File: src/design/bba_pkg.sv
`timescale 1ns / 1ps
package bba_pkg;

	localparam int SZW  = 11;
	localparam int IDPW = 16;
	localparam int BAW  = 10;

	typedef enum logic [1:0] {
		K_ABSENT = 2'd0,
		K_FREE   = 2'd1,
		K_USED   = 2'd2,
		K_SPLIT  = 2'd3
	} kind_t;

	typedef enum logic [2:0] {
		RS_OK        = 3'd0,
		RS_NOSPACE   = 3'd1,
		RS_BADSIZE   = 3'd2,
		RS_UNKNOWN   = 3'd3,
		RS_EXHAUSTED = 3'd4
	} res_code_t;

	typedef enum logic [4:0] {
		OP_NOP       = 5'd0,
		OP_CLR_START = 5'd1,
		OP_CLR_STEP  = 5'd2,
		OP_LOAD      = 5'd3,
		OP_A_GRANT   = 5'd4,
		OP_A_SPLIT0  = 5'd5,
		OP_A_SPLIT1  = 5'd6,
		OP_A_SPLIT2  = 5'd7,
		OP_A_DESC    = 5'd8,
		OP_A_BT      = 5'd9,
		OP_S_STEP    = 5'd10,
		OP_S_HIT     = 5'd11,
		OP_M_STEP    = 5'd12,
		OP_M_W0      = 5'd13,
		OP_M_W1      = 5'd14,
		OP_M_W2      = 5'd15,
		OP_EMIT      = 5'd16
	} dp_op_t;

	typedef struct packed {
		dp_op_t    op;
		logic      res_set;
		res_code_t res_code;
	} dp_cmd_t;

	typedef struct packed {
		logic cmd_free;
		logic bad_size;
		logic exhausted;
		logic rid_zero;
		logic a_grant;
		logic a_fail;
		logic a_split;
		logic a_at_root;
		logic a_odd;
		logic clr_last;
		logic s_hit;
		logic s_end;
		logic m_hit;
		logic m_end;
		logic m_last;
	} dp_flag_t;

	// largest power of two strictly below s, zero for s of one
	function automatic logic [SZW-1:0] left_part(input logic [SZW-1:0] s);
		logic [SZW-1:0] sm;
		logic [SZW-1:0] p;
		sm = s - 1'b1;
		p  = '0;
		if (s > SZW'(1)) begin
			for (int i = 0; i < SZW; i++) begin
				if (sm[i]) begin
					p    = '0;
					p[i] = 1'b1;
				end
			end
		end
		return p;
	endfunction

endpackage

File: src/design/bba_ctrl.sv
`timescale 1ns / 1ps
module bba_ctrl
	import bba_pkg::*;
(
	input  logic     clk,
	input  logic     arst_n,
	input  logic     cfg_we,
	input  logic     in_valid,
	output logic     in_stall,
	output logic     out_valid,
	input  logic     out_stall,
	input  dp_flag_t flag,
	output dp_cmd_t  cmd
);

	typedef enum logic [12:0] {
		ST_CLR  = 13'b0000000000001,
		ST_IDLE = 13'b0000000000010,
		ST_DISP = 13'b0000000000100,
		ST_ARD  = 13'b0000000001000,
		ST_AEV  = 13'b0000000010000,
		ST_ASP1 = 13'b0000000100000,
		ST_ASP2 = 13'b0000001000000,
		ST_ABT  = 13'b0000010000000,
		ST_FSC  = 13'b0000100000000,
		ST_MSC  = 13'b0001000000000,
		ST_MW1  = 13'b0010000000000,
		ST_MW2  = 13'b0100000000000,
		ST_DONE = 13'b1000000000000
	} state_t;

	state_t state_q, state_nxt;
	logic   out_valid_q;

	assign in_stall  = (state_q != ST_IDLE) || cfg_we;
	assign out_valid = out_valid_q;

	always_comb begin
		state_nxt    = state_q;
		cmd.op       = OP_NOP;
		cmd.res_set  = 1'b0;
		cmd.res_code = RS_OK;
		case (state_q)
			ST_CLR: begin
				if (cfg_we) begin
					cmd.op = OP_CLR_START;
				end else begin
					cmd.op = OP_CLR_STEP;
					if (flag.clr_last) state_nxt = ST_IDLE;
				end
			end
			ST_IDLE: begin
				if (cfg_we) begin
					cmd.op    = OP_CLR_START;
					state_nxt = ST_CLR;
				end else if (in_valid) begin
					cmd.op    = OP_LOAD;
					state_nxt = ST_DISP;
				end
			end
			ST_DISP: begin
				if (flag.cmd_free) begin
					if (flag.rid_zero) begin
						cmd.res_set  = 1'b1;
						cmd.res_code = RS_UNKNOWN;
						state_nxt    = ST_DONE;
					end else begin
						state_nxt = ST_FSC;
					end
				end else if (flag.bad_size) begin
					cmd.res_set  = 1'b1;
					cmd.res_code = RS_BADSIZE;
					state_nxt    = ST_DONE;
				end else if (flag.exhausted) begin
					cmd.res_set  = 1'b1;
					cmd.res_code = RS_EXHAUSTED;
					state_nxt    = ST_DONE;
				end else begin
					state_nxt = ST_ARD;
				end
			end
			ST_ARD: begin
				state_nxt = ST_AEV;
			end
			ST_AEV: begin
				if (flag.a_grant) begin
					cmd.op    = OP_A_GRANT;
					state_nxt = ST_DONE;
				end else if (flag.a_fail) begin
					state_nxt = ST_ABT;
				end else if (flag.a_split) begin
					cmd.op    = OP_A_SPLIT0;
					state_nxt = ST_ASP1;
				end else begin
					cmd.op    = OP_A_DESC;
					state_nxt = ST_ARD;
				end
			end
			ST_ASP1: begin
				cmd.op    = OP_A_SPLIT1;
				state_nxt = ST_ASP2;
			end
			ST_ASP2: begin
				cmd.op    = OP_A_SPLIT2;
				state_nxt = ST_ARD;
			end
			ST_ABT: begin
				if (flag.a_at_root) begin
					cmd.res_set  = 1'b1;
					cmd.res_code = RS_NOSPACE;
					state_nxt    = ST_DONE;
				end else begin
					cmd.op = OP_A_BT;
					if (!flag.a_odd) state_nxt = ST_ARD;
				end
			end
			ST_FSC: begin
				if (flag.s_hit) begin
					cmd.op    = OP_S_HIT;
					state_nxt = ST_MSC;
				end else if (flag.s_end) begin
					cmd.res_set  = 1'b1;
					cmd.res_code = RS_UNKNOWN;
					state_nxt    = ST_DONE;
				end else begin
					cmd.op = OP_S_STEP;
				end
			end
			ST_MSC: begin
				if (flag.m_hit) begin
					cmd.op    = OP_M_W0;
					state_nxt = ST_MW1;
				end else if (flag.m_end) begin
					cmd.res_set  = 1'b1;
					cmd.res_code = RS_OK;
					state_nxt    = ST_DONE;
				end else begin
					cmd.op = OP_M_STEP;
				end
			end
			ST_MW1: begin
				cmd.op    = OP_M_W1;
				state_nxt = ST_MW2;
			end
			ST_MW2: begin
				cmd.op = OP_M_W2;
				if (flag.m_last) begin
					cmd.res_set  = 1'b1;
					cmd.res_code = RS_OK;
					state_nxt    = ST_DONE;
				end else begin
					state_nxt = ST_MSC;
				end
			end
			ST_DONE: begin
				if (!out_valid_q || !out_stall) begin
					cmd.op    = OP_EMIT;
					state_nxt = ST_IDLE;
				end
			end
			default: begin
				state_nxt = ST_CLR;
			end
		endcase
	end

	always_ff @(posedge clk or negedge arst_n) begin
		if (!arst_n) begin
			state_q     <= ST_CLR;
			out_valid_q <= 1'b0;
		end else begin
			state_q <= state_nxt;
			if (cmd.op == OP_EMIT) out_valid_q <= 1'b1;
			else if (!out_stall)   out_valid_q <= 1'b0;
		end
	end

	a_no_emit_over_stalled: assert property (@(posedge clk) disable iff (!arst_n)
		(out_valid_q && out_stall) |-> (cmd.op != OP_EMIT))
		else $error("result overwritten while stalled");

	a_no_accept_busy: assert property (@(posedge clk) disable iff (!arst_n)
		(cmd.op == OP_LOAD) |=> (state_q == ST_DISP))
		else $error("load did not dispatch");

	a_grant_not_exhausted: assert property (@(posedge clk) disable iff (!arst_n)
		(cmd.op == OP_A_GRANT) |-> !flag.exhausted)
		else $error("grant with ids exhausted");

endmodule

File: config.mk
export PLATFORM = sky130hd
export DESIGN_NAME = bba_ctrl
export DESIGN_NICKNAME = d
export VERILOG_FILES = /design/src/design/bba_pkg.sv /design/src/design/bba_ctrl.sv
export SDC_FILE = /design/constraint.sdc
export NUM_CORES = 1
export LEC_CHECK = 0
export BUFFER_PORTS_ARGS = -buffer_cell sky130_fd_sc_hd__buf_2
export CAP_MARGIN = 20
export CORE_ASPECT_RATIO = 1.2
export CORE_MARGIN = 8
export CORE_UTILIZATION = 35
export DETAILED_ROUTE_END_ITERATION = 8
export GPL_ROUTABILITY_DRIVEN = 0
export PLACE_DENSITY = 0.58
export SYNTH_ARGS = -nofsm -noshare
export SYNTH_HDL_FRONTEND = slang
export SYNTH_SLANG_ARGS = --single-unit
File: constraint.sdc
create_clock -name clk -period 5.82 [get_ports clk]
set_clock_uncertainty 0.15 [all_clocks]
set_input_delay 1.164 -clock clk [delete_from_list [all_inputs] [get_ports clk]]
set_output_delay 1.164 -clock clk [all_outputs]
set_load 0.01 [all_outputs]
==> metrics.txt <==
status=complete, no violations; total number of nets in the final design=207; Starting Density=36.5%; minimum clock period after layout=3.95 ns; overflow left after global routing=0; Gate Count Post-Synth=161; count of H-tree levels built during CTS=1; number of resized instances in the post-cts repair step=0; Syn. warnings=0; EDFF count, synth=0; most frequently used flop master after synthesis=sky130_fd_sc_hd__dfrtp_1; minimum hold slack=0.374 ns; Final Setup Violations=0; DRT Wirelength=3840 um; synth top area cells=sky130_fd_sc_hd__dfrtp_1 (25%), sky130_fd_sc_hd__or4_1 (4.6%), sky130_fd_sc_hd__nor4_1 (3.8%); endpoint required time on the critical path=4.51 ns; clock root buffer=sky130_fd_sc_hd__clkbuf_8; power density over cell area=245 nW/um^2; max-capacitance violation count=0; unrepaired setup endpoints after global routing=false; P_leak=0.668 nW; Worst Tran Pin Value=0.514 ns; share of async-settable or async-resettable flops after synthesis=100%; Ant. Diodes=0; number of placed instances, taps included=221; clock insertion delay at the later pin of the skew report=0.25 ns; first-iteration detailed-routing DRC count=35; area of the core=3600 um^2; first-pass detailed-route iteration total=4; initial antenna violation count=0; worst ir drop on vdd=92.7 uV; Mean Syn Cell Area=8.16 um^2; hold buffer count at CTS=0; number of buffers between clock root and the deepest sink=2; Commonest cells post-synth=sky130_fd_sc_hd__dfrtp_1 (13), sky130_fd_sc_hd__nor2_1 (11), sky130_fd_sc_hd__a21oi_1 (9); post-synthesis cell area=1310 um^2; Final Instance Count excl. Fillers=225; die width=71.9 um; largest net degree at the start of global routing=15; combined area of the multi-input logic cells=877 um^2; DRC violations left=0; total via count after detailed routing=1377; area used by sequential logic in the layout=352 um^2; Max Clock Freq=0.253 GHz; #FFs+latches synth=14; remaining max-slew budget at the tightest pin=65.4%; post-synthesis sequential area ratio=26.8%; TritonCTS clock tree=done; Data arrival, critical path=2.64 ns; first-pass GRT wire length=6270 um; maximum fanout encountered on the critical timing path=12; period utilisation layout=67.9%; total global-route track usage=12.8%; number of distinct standard cells referenced by the synthesized netlist=49; Boundary Pins=31; clock buffer count from CTS=3; Die Footprint=5980 um^2; largest area contributor in the synthesized netlist=sky130_fd_sc_hd__dfrtp_1; final slew viol count=0; number of vias per cell=6.12; Core Rows=24; PnR Total Power=0.368 mW; Area Growth Syn to Fin=14.4%; mean routed wirelength per cell=17.1 um; DP HPWL=3050 um; library cell with the highest instance count after synthesis=sky130_fd_sc_hd__dfrtp_1; classification of the worst-slack hold path=reg2reg; vias in the first global route=1344; Syn Nets=181; sort of element at the end of the critical path=output port; portion of synthesized cell area occupied by the leading cell type=24.8%; number of nets with antenna violations after detailed routing=0; number of inserted filler cells in the final layout=389; sinks on the clock net=14; number of buffers added for setup after CTS=0; CTS clk-pin slew, worst paths=0.05 ns; critical path startpoint category=register; Setup Crit Path Kind=reg2out; number of hold-slack violations in the final timing report=0; setup_tns=0 ns; Chip Height=83.1 um; share of cells above drive strength 1=22.0%; buffers added on ports=30
[cells by family (layout without fill, tap and decap cells)]
| logic type | Yosys count | after routing | synth area share (%) |
|---|---|---|---|
| buf+inv | 17 | 42 | 6.48 |
| compound gates | 37 | 37 | 18.0 |
| flops | 14 | 14 | 26.8 |
| simple gates | 86 | 86 | 43.7 |
| xor+xnor | 4 | 4 | 2.67 |
| mux | 3 | 3 | 2.38 |
[layout make-up]
type / instances / area share, %
clock buffers: 4 / 3.00
inverters: 8 / 2.00
multi-input cells: 130 / 58.4
flip-flops and latches: 14 / 23.4
well taps: 39 / 3.25
repair buffers: 30 / 9.99
[registers in the layout (all words and copies together), names as in the netlist]
name and flops:
out_valid 1, state_q 13
[path summary, 6_finish.rpt]
| path | from | to | slack (ns) | cells after the start |
|---|---|---|---|---|
| setup / recovery | state_q[9] | cmd[7] | 1.87 | 6 |
| max in group asynchronous | arst_n | state_q[0] | 4.56 | 1 |
| hold / removal | state_q[0] | state_q[0] | 0.37 | 2 |
| setup reg to reg | state_q[9] | state_q[3] | 3.22 | 5 |
| min in group asynchronous | arst_n | state_q[3] | 0.66 | 1 |
| hold reg to reg | state_q[0] | state_q[0] | 0.37 | 2 |
[report_power, final]
group	switching, mW	leakage, nW	internal, mW	total, mW
Combinational	0.0929	0.455	0.0690	0.162
Sequential	0.0149	0.191	0.108	0.123
Clock	0.0342	0.0228	0.0484	0.0826
Total	0.142	0.668	0.226	0.368
[critical path: stages (launching register included)]
cell,delay [ns]
sky130_fd_sc_hd__dfrtp_1,0.51
sky130_fd_sc_hd__or4_1,0.71
sky130_fd_sc_hd__nor3_4,0.31
sky130_fd_sc_hd__nand4b_1,0.22
sky130_fd_sc_hd__or3_1,0.41
sky130_fd_sc_hd__nand3_1,0.10
sky130_fd_sc_hd__buf_2,0.13
[per-layer routing]
| metal | vias up | track usage, % | wire, um | part of all wire [%] |
|---|---|---|---|---|
| li1 | 667 | - | - | - |
| met1 | 660 | 15.9 | 1750 | 46 |
| met2 | 43 | 20.8 | 1800 | 47 |
| met3 | 7 | 2.52 | 210 | 5.5 |
| met4 | 0 | 5.03 | 76 | 2.0 |
| met5 | - | 0 | 0 | 0 |
[placed cells by master, fill, tap and decap left out, types with 2 or more instances in the layout]
cell                        n
sky130_fd_sc_hd__o21ai_0    7
sky130_fd_sc_hd__nor4b_1    5
sky130_fd_sc_hd__o22ai_1    4
sky130_fd_sc_hd__a31oi_1    3
sky130_fd_sc_hd__dfrtp_1   13
sky130_fd_sc_hd__nand3b_1   3
sky130_fd_sc_hd__nor2_1    11
sky130_fd_sc_hd__or2_2      2
sky130_fd_sc_hd__o21bai_1   3
sky130_fd_sc_hd__or3_1      6
sky130_fd_sc_hd__or4_1      8
sky130_fd_sc_hd__clkbuf_8   3
sky130_fd_sc_hd__nor3b_1    2
sky130_fd_sc_hd__nand2_1    8
sky130_fd_sc_hd__nor4_4     2
sky130_fd_sc_hd__a21oi_1    9
sky130_fd_sc_hd__xnor2_1    3
sky130_fd_sc_hd__or4b_1     3
sky130_fd_sc_hd__nand2b_1   5
sky130_fd_sc_hd__buf_2     30
sky130_fd_sc_hd__nor4_1     8
sky130_fd_sc_hd__inv_1      8
sky130_fd_sc_hd__mux2i_1    2
sky130_fd_sc_hd__nand3_1    5
sky130_fd_sc_hd__nor2b_1    5
sky130_fd_sc_hd__o31ai_1    2
sky130_fd_sc_hd__nor3_1     3
sky130_fd_sc_hd__nand4_1    2
sky130_fd_sc_hd__and2_1     2
[per-stage QoR]
stage	setup WS, ns	utilization [%]	cell area [um^2]
2_1_floorplan	2.46	-	1310
3_3_place_gp	2.11	40.5	1460
3_5_place_dp	2.11	40.5	1460
4_1_cts	1.88	41.7	1500
5_1_grt	1.77	41.7	1500
6_report	1.87	41.7	1500
No activity file was read; power rests on OpenSTA's default activity.
